===== src/hdl/fhcu_pkg.sv =====
package fhcu_pkg;

  localparam int WIDTH_DEFAULT  = 32;
  localparam int HEIGHT_DEFAULT = 16;

  localparam int CFG_IDX_W  = 2;
  localparam int CFG_DATA_W = 8;

  localparam logic [CFG_IDX_W-1:0] REG_COOLING  = 2'd0;
  localparam logic [CFG_IDX_W-1:0] REG_SPARKING = 2'd1;

  // operand of the shared random-scale multiply
  localparam logic [1:0] MUL_LIM  = 2'd0;
  localparam logic [1:0] MUL_ROW  = 2'd1;
  localparam logic [1:0] MUL_HEAT = 2'd2;

  typedef struct packed {
    logic       start;
    logic       draw;
    logic       mul;
    logic [1:0] mul_sel;
    logic       rd;
    logic       addr_spark;
    logic       cool_wr;
    logic       set_spark_row;
    logic       spark_wr;
    logic       mark;
    logic       row_step;
    logic       out_load;
  } fhcu_cmd_t;

  typedef struct packed {
    logic col_ok;
    logic row_last;
    logic spark_hit;
    logic out_free;
  } fhcu_stat_t;

endpackage


===== src/hdl/fire_heat_column_update_core.sv =====
// Fire heat column update.
// Input channel (in_valid/in_ready, column): one item names a column of the heat
// map. Columns at or beyond WIDTH are taken and dropped with no effect.
// Output channel (out_valid/out_ready): HEIGHT items per column, bottom row first,
// carrying out_column, row, color_index and last (set on the top row).
// Config port (cfg_write/cfg_index/cfg_data): index 0 cooling, index 1 sparking;
// the user is to write it only while no column is in flight; the block itself does not enforce this.
// A column is processed in full before the next is accepted: a cool/drift pass
// reads, cools and drifts each cell in turn, a spark may land, then an output pass
// reads each cell again for the result register.
// The pace is set by the single-port heat memory (each cell is read and
// written in the cool/drift pass, read again for output) and the shared
// random-number/multiply step.
// Reset: the map reads as all zero (a per-column written flag, no clearing
// pass), seed 1337, cooling 55, sparking 120; the block is ready right after.
// A stalled receiver holds the result register; the sequencer waits and the
// input stays closed until the column's last result is loaded.
module fire_heat_column_update_core #(
  parameter int WIDTH  = fhcu_pkg::WIDTH_DEFAULT,
  parameter int HEIGHT = fhcu_pkg::HEIGHT_DEFAULT
) (
  input  logic                            clk,
  input  logic                            rst,
  input  logic                            cfg_write,
  input  logic [fhcu_pkg::CFG_IDX_W-1:0]  cfg_index,
  input  logic [fhcu_pkg::CFG_DATA_W-1:0] cfg_data,
  input  logic                            in_valid,
  output logic                            in_ready,
  input  logic [4:0]                      column,
  output logic                            out_valid,
  input  logic                            out_ready,
  output logic [4:0]                      out_column,
  output logic [3:0]                      row,
  output logic [7:0]                      color_index,
  output logic                            last
);

  fhcu_pkg::fhcu_cmd_t  cmd;
  fhcu_pkg::fhcu_stat_t stat;

  fhcu_ctrl u_ctrl (
    .clk      (clk),
    .rst      (rst),
    .in_valid (in_valid),
    .in_ready (in_ready),
    .stat     (stat),
    .cmd      (cmd)
  );

  fhcu_dp #(
    .WIDTH  (WIDTH),
    .HEIGHT (HEIGHT)
  ) u_dp (
    .clk         (clk),
    .rst         (rst),
    .cfg_write   (cfg_write),
    .cfg_index   (cfg_index),
    .cfg_data    (cfg_data),
    .column      (column),
    .cmd         (cmd),
    .stat        (stat),
    .out_valid   (out_valid),
    .out_ready   (out_ready),
    .out_column  (out_column),
    .row         (row),
    .color_index (color_index),
    .last        (last)
  );

endmodule


===== src/hdl/fhcu_ctrl.sv =====
module fhcu_ctrl (
  input  logic                 clk,
  input  logic                 rst,
  input  logic                 in_valid,
  output logic                 in_ready,
  input  fhcu_pkg::fhcu_stat_t stat,
  output fhcu_pkg::fhcu_cmd_t  cmd
);

  localparam logic [3:0] S_IDLE  = 4'd0;
  localparam logic [3:0] S_CRD   = 4'd1;
  localparam logic [3:0] S_CMUL  = 4'd2;
  localparam logic [3:0] S_CWR   = 4'd3;
  localparam logic [3:0] S_PDRAW = 4'd4;
  localparam logic [3:0] S_PTEST = 4'd5;
  localparam logic [3:0] S_RDRAW = 4'd6;
  localparam logic [3:0] S_RMUL  = 4'd7;
  localparam logic [3:0] S_ADRAW = 4'd8;
  localparam logic [3:0] S_AMUL  = 4'd9;
  localparam logic [3:0] S_AWR   = 4'd10;
  localparam logic [3:0] S_ORD   = 4'd11;
  localparam logic [3:0] S_OLD   = 4'd12;

  logic [3:0] state;
  logic [3:0] state_next;

  always_ff @(posedge clk) begin
    if (rst) begin
      state <= S_IDLE;
    end else begin
      state <= state_next;
    end
  end

  always_comb begin
    state_next = state;
    cmd        = '0;
    in_ready   = 1'b0;
    unique case (state)
      S_IDLE: begin
        in_ready = 1'b1;
        // columns outside the map are taken and dropped
        if (in_valid && stat.col_ok) begin
          cmd.start  = 1'b1;
          state_next = S_CRD;
        end
      end
      S_CRD: begin
        cmd.rd     = 1'b1;
        cmd.draw   = 1'b1;
        state_next = S_CMUL;
      end
      S_CMUL: begin
        cmd.mul     = 1'b1;
        cmd.mul_sel = fhcu_pkg::MUL_LIM;
        state_next  = S_CWR;
      end
      S_CWR: begin
        cmd.cool_wr  = 1'b1;
        cmd.row_step = 1'b1;
        if (stat.row_last) begin
          cmd.mark   = 1'b1;
          state_next = S_PDRAW;
        end else begin
          state_next = S_CRD;
        end
      end
      S_PDRAW: begin
        cmd.draw   = 1'b1;
        state_next = S_PTEST;
      end
      S_PTEST: begin
        state_next = stat.spark_hit ? S_RDRAW : S_ORD;
      end
      S_RDRAW: begin
        cmd.draw   = 1'b1;
        state_next = S_RMUL;
      end
      S_RMUL: begin
        cmd.mul     = 1'b1;
        cmd.mul_sel = fhcu_pkg::MUL_ROW;
        state_next  = S_ADRAW;
      end
      S_ADRAW: begin
        cmd.set_spark_row = 1'b1;
        cmd.draw          = 1'b1;
        state_next        = S_AMUL;
      end
      S_AMUL: begin
        cmd.mul        = 1'b1;
        cmd.mul_sel    = fhcu_pkg::MUL_HEAT;
        cmd.rd         = 1'b1;
        cmd.addr_spark = 1'b1;
        state_next     = S_AWR;
      end
      S_AWR: begin
        cmd.spark_wr   = 1'b1;
        cmd.addr_spark = 1'b1;
        state_next     = S_ORD;
      end
      S_ORD: begin
        cmd.rd     = 1'b1;
        state_next = S_OLD;
      end
      S_OLD: begin
        if (stat.out_free) begin
          cmd.out_load = 1'b1;
          cmd.row_step = 1'b1;
          state_next   = stat.row_last ? S_IDLE : S_ORD;
        end
      end
      default: begin
        state_next = S_IDLE;
      end
    endcase
  end

endmodule


===== src/hdl/fhcu_dp.sv =====
module fhcu_dp #(
  parameter int WIDTH  = fhcu_pkg::WIDTH_DEFAULT,
  parameter int HEIGHT = fhcu_pkg::HEIGHT_DEFAULT
) (
  input  logic                            clk,
  input  logic                            rst,
  input  logic                            cfg_write,
  input  logic [fhcu_pkg::CFG_IDX_W-1:0]  cfg_index,
  input  logic [fhcu_pkg::CFG_DATA_W-1:0] cfg_data,
  input  logic [4:0]                      column,
  input  fhcu_pkg::fhcu_cmd_t             cmd,
  output fhcu_pkg::fhcu_stat_t            stat,
  output logic                            out_valid,
  input  logic                            out_ready,
  output logic [4:0]                      out_column,
  output logic [3:0]                      row,
  output logic [7:0]                      color_index,
  output logic                            last
);

  localparam int XW    = (WIDTH > 1) ? $clog2(WIDTH) : 1;
  localparam int YW    = $clog2(HEIGHT);
  localparam int AW    = XW + YW;
  localparam int DEPTH = HEIGHT << XW;

  localparam logic [15:0] LCG_MUL    = 16'd2053;
  localparam logic [15:0] LCG_INC    = 16'd13849;
  localparam logic [15:0] SEED_RESET = 16'd1337;
  localparam logic [7:0]  COOL_RESET = 8'd55;
  localparam logic [7:0]  SPRK_RESET = 8'd120;
  localparam logic [7:0]  SPARK_ROWS = 8'd7;
  localparam logic [7:0]  SPARK_SPAN = 8'd95;
  localparam logic [7:0]  SPARK_BASE = 8'd160;
  localparam logic [15:0] SCALE_MUL  = 16'd241;

  // cooling*10/HEIGHT by reciprocal, exact while cooling*10*HEIGHT < 2^20
  localparam int          LIM_SHIFT = 20;
  localparam logic [31:0] LIM_MUL   = 32'(10 * ((2 ** LIM_SHIFT + HEIGHT - 1) / HEIGHT));

  function automatic logic [7:0] sat_sub8(input logic [7:0] a, input logic [7:0] b);
    return (a > b) ? (a - b) : 8'd0;
  endfunction

  function automatic logic [7:0] sat_add8(input logic [7:0] a, input logic [7:0] b);
    logic [8:0] s;
    s = {1'b0, a} + {1'b0, b};
    return s[8] ? 8'hFF : s[7:0];
  endfunction

  // v/3 for v < 768 (8-bit result) via reciprocal 683/2048
  function automatic logic [7:0] div3(input logic [9:0] v);
    logic [19:0] p;
    p = 20'(v) * 20'd683;
    return p[18:11];
  endfunction

  logic [7:0]       cooling;
  logic [7:0]       sparking;
  logic [7:0]       lim;
  logic [15:0]      seed;
  logic [15:0]      prod;
  logic [4:0]       col_q;
  logic [YW-1:0]    y;
  logic [2:0]       spark_row;
  logic [7:0]       h1;
  logic [7:0]       h2;
  logic [WIDTH-1:0] touched;
  logic [7:0]       mem [DEPTH];
  logic [7:0]       rdata_raw;

  logic [XW-1:0] xcol;
  logic [7:0]    rnd;
  logic [7:0]    operand;
  logic [7:0]    heat_rd;
  logic [7:0]    cooled;
  logic [9:0]    drift_sum;
  logic [AW-1:0] addr;
  logic          we;
  logic [7:0]    wdata;

  assign xcol    = XW'(col_q);
  assign rnd     = seed[7:0] + seed[15:8];
  // a column never written so far reads as cleared
  assign heat_rd = touched[xcol] ? rdata_raw : 8'd0;
  assign cooled  = sat_sub8(heat_rd, prod[15:8]);
  assign drift_sum = {2'b00, h1} + {1'b0, h2, 1'b0};
  assign addr    = cmd.addr_spark ? {YW'(spark_row), xcol} : {y, xcol};
  assign we      = cmd.cool_wr | cmd.spark_wr;

  always_comb begin
    case (cmd.mul_sel)
      fhcu_pkg::MUL_LIM:  operand = lim;
      fhcu_pkg::MUL_ROW:  operand = SPARK_ROWS;
      fhcu_pkg::MUL_HEAT: operand = SPARK_SPAN;
      default:            operand = lim;
    endcase
  end

  always_comb begin
    if (cmd.spark_wr) begin
      wdata = sat_add8(heat_rd, SPARK_BASE + prod[15:8]);
    end else if (y[YW-1:1] == '0) begin
      wdata = cooled;
    end else begin
      wdata = div3(drift_sum);
    end
  end

  assign stat.col_ok    = int'(column) < WIDTH;
  assign stat.row_last  = (y == YW'(HEIGHT - 1));
  assign stat.spark_hit = (rnd < sparking);
  assign stat.out_free  = !out_valid || out_ready;

  always_ff @(posedge clk) begin
    if (rst) begin
      cooling  <= COOL_RESET;
      sparking <= SPRK_RESET;
    end else if (cfg_write) begin
      unique case (cfg_index)
        fhcu_pkg::REG_COOLING:  cooling  <= cfg_data;
        fhcu_pkg::REG_SPARKING: sparking <= cfg_data;
        default: ;
      endcase
    end
  end

  always_ff @(posedge clk) begin
    if (rst) begin
      seed    <= SEED_RESET;
      y       <= '0;
      touched <= '0;
    end else begin
      if (cmd.draw) begin
        seed <= seed * LCG_MUL + LCG_INC;
      end
      if (cmd.start) begin
        y <= '0;
      end else if (cmd.row_step) begin
        y <= stat.row_last ? '0 : y + YW'(1);
      end
      if (cmd.mark) begin
        touched[xcol] <= 1'b1;
      end
    end
  end

  always_ff @(posedge clk) begin
    if (cmd.start) begin
      col_q <= column;
      lim   <= 8'((32'(cooling) * LIM_MUL) >> LIM_SHIFT) + 8'd2;
    end
    if (cmd.mul) begin
      prod <= 16'(rnd) * 16'(operand);
    end
    if (cmd.set_spark_row) begin
      spark_row <= prod[10:8];
    end
    if (cmd.cool_wr) begin
      h1 <= cooled;
      h2 <= h1;
    end
  end

  always_ff @(posedge clk) begin
    if (we) begin
      mem[addr] <= wdata;
    end
    if (cmd.rd) begin
      rdata_raw <= mem[addr];
    end
  end

  always_ff @(posedge clk) begin
    if (rst) begin
      out_valid <= 1'b0;
    end else if (cmd.out_load) begin
      out_valid <= 1'b1;
    end else if (out_ready) begin
      out_valid <= 1'b0;
    end
  end

  always_ff @(posedge clk) begin
    if (cmd.out_load) begin
      out_column  <= col_q;
      row         <= y[3:0];
      color_index <= 8'((16'(heat_rd) * SCALE_MUL) >> 8);
      last        <= stat.row_last;
    end
  end

  a_load_free: assert property (@(posedge clk) disable iff (rst)
    cmd.out_load |-> (!out_valid || out_ready))
    else $error("result register overwritten while occupied");

  a_spark_marked: assert property (@(posedge clk) disable iff (rst)
    cmd.spark_wr |-> touched[xcol])
    else $error("spark written into a column not yet marked");

  a_mark_wraps: assert property (@(posedge clk) disable iff (rst)
    cmd.mark |=> (y == '0))
    else $error("row counter did not wrap after the drift pass");

  a_spark_row: assert property (@(posedge clk) disable iff (rst)
    cmd.spark_wr |-> (spark_row <= 3'd6))
    else $error("spark row outside the bottom seven rows");

endmodule

===== config.mk =====
export PLATFORM = sky130hd
export DESIGN_NAME = fire_heat_column_update_core
export DESIGN_NICKNAME = d
export VERILOG_FILES = /design/src/hdl/fhcu_pkg.sv /design/src/hdl/fire_heat_column_update_core.sv /design/src/hdl/fhcu_ctrl.sv /design/src/hdl/fhcu_dp.sv
export SDC_FILE = /design/constraint.sdc
export NUM_CORES = 2
export LEC_CHECK = 0
export BUFFER_PORTS_ARGS = -buffer_cell sky130_fd_sc_hd__buf_2
export CAP_MARGIN = 20
export CORE_ASPECT_RATIO = 1.5
export CORE_MARGIN = 2
export CORE_UTILIZATION = 63
export DETAILED_ROUTE_END_ITERATION = 6
export PLACE_DENSITY = 0.79
export SLEW_MARGIN = 0
export SYNTH_ARGS = -nofsm -noshare
export SYNTH_HDL_FRONTEND = slang
export SYNTH_SLANG_ARGS = --single-unit

===== constraint.sdc =====
create_clock -name clk -period 33.4 [get_ports clk]
set_clock_uncertainty 0.05 [all_clocks]
set_input_delay 5.01 -clock clk [delete_from_list [all_inputs] [get_ports clk]]
set_output_delay 5.01 -clock clk [all_outputs]
set_load 0.02 [all_outputs]

# [Word-level counts from Yosys, hierarchy flattened]
# Memories as Yosys holds them, arrays and structs flattened. A register that Yosys moved wholly into a read port is not among the register bits.
# Cells that the tools add are included.
[op_classes] magnitude_cmp=4 n_addsub=8 mul=5 n_reduce_logical=14 n_bitwise=2 n_mux=37 n_eq_ne=18
[ops] operator="4-bit case mux with 13 select lines" n=1
[ops] operator="8-bit 2-to-1 mux" n=5
[ops] operator="32-bit OR" n=1
[ops] operator="4-bit equality test, second input constant" n=6
[ops] operator="4-bit 2-to-1 mux" n=5
[ops] operator="10-bit by 10-bit multiplier with 19-bit output, second input constant" n=1
[ops] operator="1-bit 2-to-1 mux" n=18
[ops] operator="16-bit by 14-bit adder with 16-bit output, second input constant" n=1
[ops] operator="4-bit by 3-bit equality test with 1-bit output, second input constant" n=4
[ops] operator="16-bit by 12-bit multiplier with 16-bit output, second input constant" n=1
[ops] operator="8-bit by 8-bit multiplier with 16-bit output" n=1
[ops] operator="8-bit by 8-bit multiplier with 16-bit output, second input constant" n=1
[ops] operator="8-bit case mux with 2 select lines" n=1
[ops] operator="8-bit by 3-bit multiplier with 11-bit output, second input constant" n=1
[ops] operator="8-bit by 9-bit adder with 10-bit output" n=1
[ops] operator="8-bit by 8-bit adder with 9-bit output" n=1
[ops] operator="9-bit 2-to-1 mux" n=1
[ops] operator="3-bit case mux with 3 select lines" n=1
[ops] operator="8-bit by 2-bit adder with 8-bit output, second input constant" n=1
[ops] operator="8-bit adder" n=1
[ops] operator="8-bit adder, first input constant" n=1
[ops] operator="4-bit by 2-bit equality test with 1-bit output, second input constant" n=2
[ops] operator="8-bit greater-than comparator" n=1
[ops] operator="8-bit less-than comparator" n=1
[ops] operator="25 further kinds" n=30
[word_totals] in_bits=20 mem_count=1 elab_cells=106 register_bits=139 mem_bits_rw=4096 out_inout_bits=20
[memory_table] memory="u_dp.mem" words=512 width=8 rd=1 rd_clocked_by_memory_dff=1 wr=1 line="fhcu_dp.sv:68" source="logic [7:0] mem [DEPTH];"

# [Longest topological paths before layout]
[logic_depth] word_depth=7 mapped_depth=28 ltp_nobuf=28

# [By module]
# From an unflattened synthesis, not the netlist that was laid out.
[unflattened] cells_unflattened=7981 area_unflattened_um2=170666.2
[modules_own_cells] module="fhcu_dp" seq_area_each_um2=126361.2 cells_each=7921 area_per_inst_um2=170218.3 n_inst=1
[modules_own_cells] module="fhcu_ctrl" seq_area_each_um2=80.1 cells_each=60 area_per_inst_um2=447.9 n_inst=1

# [Worst setup path after synthesis]
# Ideal clock, no wire load.
[synth_timing] kind="reg2reg" startpoint="register u_dp.h1[1]" endpoint="memory u_dp.mem[0][6] (data pin)" period_less_slack_ps=24249 setup_time_ps=3254 arrival_ps=20945 slack_ps=9151 path_buffers=0 path_stages_with_launch=26 required_ps=30096 path_cell_list="edfxtp_1 -> ha_1 -> fa_1 -> a21o_1 -> a21oi_1 -> nor2b_1 -> o21a_1 -> nor2_1 -> xor2_1 -> inv_1 -> ha_1 -> ha_1 -> inv_1 -> fa_1 -> inv_1 -> fa_1 -> fa_1 -> ha_1 -> a21oi_1 -> o21ai_0 -> or3_1 -> o211ai_1 -> a211oi_1 -> nor4b_1 -> o21ai_0 -> a31oi_1"
[synth_between] elab_chain_len=4
[synth_lines] element="from (decl)" line="fhcu_dp.sv:65" source="logic [7:0] h1;"
[synth_lines] element="from (signal assigned)" line="fhcu_dp.sv:159" source="h1 <= cooled;"
[synth_lines] element="8-bit by 9-bit adder with 10-bit output" line="fhcu_dp.sv:86" source="assign drift_sum = {2'b00, h1} + {1'b0, h2, 1'b0};"
[synth_lines] element="10-bit by 10-bit multiplier with 19-bit output" line="fhcu_dp.sv:53" source="p = 20'(v) * 20'd683;"
[synth_lines] element="8-bit 2-to-1 mux" line="fhcu_dp.sv:102" source="end else if (y[YW-1:1] == '0) begin"
[synth_lines] element="8-bit 2-to-1 mux" line="fhcu_dp.sv:100" source="if (cmd.spark_wr) begin"
[synth_lines] element="net u_dp.wdata[6]" line="fhcu_dp.sv:79" source="logic [7:0] wdata;"
[synth_lines] element="to (decl)" line="fhcu_dp.sv:68"
# The timed path passes the listed nets, and every way through them passes these cells.

# [Worst setup path in the final report]
[layout_timing] startpoint="register u_dp.h1[1]" endpoint="memory u_dp.mem[497][7] (data pin)"
# The elaborated chain is that of the path after synthesis.

==> results.md <==
* Proportion of layout cells with a drive suffix above 1 at between 20% and 30%
* Chip Width at 429 um
* WHS Path Cells at 0
* Fin worst setup slack at about 23 ns
* CORE AREA at between 0.2 and 0.3 mm^2
* #FFs+latches synth at 4235
* RSZ-0062 raised after global routing: false
* Slew HR at -0.780%
* Initial drt markers at approximately 15000
* Synth unique cells at 71
* Endpoint type of the worst setup path: flip-flop
* Worst Path Max Fanout at 185
* Setup Crit Path Kind: reg2reg
* Antenna viol nets, final at 0
* Mapped Nets at between 8000 and 9000
* DRT Wirelength at 492000 um
* Ys Warns at 0
* Die height at between 600 and 700 um
* Total CTS buffers at 374
* Routability cong. at 0.846
* Die footprint at 0.275 mm^2
* Max stage delay cell, worst path: buf_4
* First-pass GRT wire length at approximately 700000 um
* Hold Crit Endpoint: u_dp.h2[4]
* Final Max Slew Viols at 1
* CP most frequent cell: ha_1
* Post-route cell area at roughly 0.19 mm^2
* Ports at 40
* Final hold viol count at 0
* WL per Instance at slightly above 40 um
* Place WS at 22.98 ns
* DR pass1 iterations at 7
* GRT busiest layer: met2
* Outcome: complete, but fails checks
* Largest net degree at the start of global routing at around 210
* GR Util met1 at about 43%
* Hold Path Class: reg2reg
* Post-cts sizing count at 0
* Final min period at 10.59 ns
* Worst r2r src: u_dp.h1[1]
* DP HPWL at 252000 um
* Drt via density at 7.50
* Number of global-route vias before repair at 89400
* Initial Util at 63.4%
* Failing checks: DRC, slew limit
* Reg-to-reg slack, setup at around 23 ns
* Nets at 8362
* Avg Inst Size Synth at about 22 um^2
* CTS clk-pin slew, worst paths at 0.06 ns
* R2r endpoint: u_dp.mem[497][7]
* Postcts setup bufs at 0
* # setup viols final at 0
* Post-route setup TNS at 0 ns
* Delay of the slowest cell on the worst path at roughly 0.96 ns
* IO buf count at 39
* Hold_sp: u_dp.h1[4]
* Antenna violations before repair at 30
* R2R depth at 28
* Root buf cell: clkbuf_16
* Tcrit/Tclk final at 31.7%
* H-tree depth at 5
* Data arrival time of the worst path at about 11 ns
* Least-Margin Pin Slew at 1.51 ns
* Asr flop ratio synth at 0%
* GR Util met3 at 8.59%
* Placed Area at 0.174 mm^2
* Seq/Total Area, Yosys at 74.2%
* Ys flop type: edfxtp_1
* Required @ worst endpoint at 33.93 ns
* Clock Sink Count at between 4000 and 5000
* Skew-Pair Late Insertion Delay at 1.01 ns
* Met2 usage at around three fifths
* Clock buffer depth at 4
* Cts hold-fix bufs at 0
* Layout area overhead at 9.76%
* Max Cap Viol at 0
* DRC viols at 4
* EDFF count, synth at ~4200
* Max frequency at 0.0945 GHz
* Vias at between 80000 and 90000
* Core Rows at 233
* Overall Global Routing Usage at a little over a third
* Power Density at 71.2 mW/mm^2
* Post-Synthesis Cell Area at 0.171 mm^2
* Worst VDD drop at 0.125 mV
* Startpoint types: flip-flop
* Leakage power at 0.0602 uW
* CTS tree: built
* Total grt overflow at 0
* Cells after Synth at 7896
[worst max-delay path, delay by kind of cell (launching register included)]
family          cells  cell delay, ns
fa+ha+maj           8            2.82
buf+inv             6            2.78
simple gates        2            0.45
compound gates     11            3.47
flops               1            0.41
xor+xnor            1            0.12
[cell type report]
cell class	instances	area (um^2)
clock buffer	446	9810
sequential	4235	126000
timing repair buffer	195	1730
tap	3525	4410
antenna	29	72.6
multi-input combinational	3042	41500
fill	14300	81600
clock inverter	229	2470
inverter	193	732
[worst max path at each step]
stage / startpoint / endpoint / slack, ns
floorplan: u_dp.h1[1] / u_dp.mem[0][6] / 9.15
global placement: u_dp.h1[1] / u_dp.mem[508][7] / 23.21
detailed placement: u_dp.h1[1] / u_dp.mem[508][7] / 22.98
CTS: u_dp.h1[1] / u_dp.mem[497][7] / 22.77
global route: u_dp.h1[1] / u_dp.mem[497][7] / 22.09
finish: u_dp.h1[1] / u_dp.mem[497][7] / 22.81
[logic make-up after synthesis]
logic type	Yosys count	share of synthesized area (%)
xor gates and xnor gates	80	0.411
and+or+nand+nor	1018	2.53
DFF	4235	74.2
adders and majority gates	301	2.57
muxes	1346	17.5
AOI/OAI and AO/OA	297	1.12
buffers and inverters	619	1.67
[placed cells by master, fill, tap and decap left out, types with 82 or more instances in the layout]
cell type / count
a21oi_1: 93
mux4_2: 1314
nand2_1: 107
ha_1: 219
inv_1: 191
edfxtp_1: 4162
clkbuf_16: 381
buf_4: 126
clkinv_1: 85
nor2_1: 679
fa_1: 82
[report_power, final]
part / total, uW / internal (uW) / switching (uW)
registers: 6050 / 6030 / 26.1
clock network: 4540 / 2500 / 2050
logic: 2740 / 1090 / 1650
[cells in the mapped netlist (all sizes together) (24+ instances only)]
library cell  number  area (um^2)
a21oi             97          489
buf              186         1220
clkbuf           240          901
dfxtp             73         1460
edfxtp          4162       125000
fa                82         1640
ha               219         2740
inv              192          721
mux2i             27          270
mux4            1314        29600
nand2            123          462
nand2b            29          181
nand3             37          185
nor2             684         2570
nor2b             35          219
o21ai             50          250
xnor2             56          490
xor2              24          210
[registers in the layout (all words and copies together), names as in the netlist, 5 cells and up]
signal,count
u_dp.mem,4096
u_dp.touched,32
u_dp.seed,16
u_dp.color_index,8
u_dp.cooling,8
u_dp.h1,8
u_dp.h2,8
u_dp.lim,8
u_dp.prod,8
u_dp.rdata_raw,8
u_dp.sparking,8
u_dp.col_q,5
u_dp.out_column,5
[metal layers]
layer	up-vias	wire, um
li1	32800	-
met1	45700	148000
met2	8611	244000
met3	1951	58400
met4	26	41200
met5	-	300
[stage by stage]
step / std cells / total power, uW / util, % / hold slack, ns
global placement: 11200 / 8770 / 64.9 / 0.393
floorplan: 7896 / 8200 / - / 0.356
CTS: 11800 / 13300 / 69.5 / 0.415
detailed placement: 11200 / 8840 / 64.9 / 0.400
global route: 11900 / 13800 / 69.6 / 0.430
finish: 11900 / 13300 / 69.6 / 0.409
No activity file was read; power rests on OpenSTA's default activity.
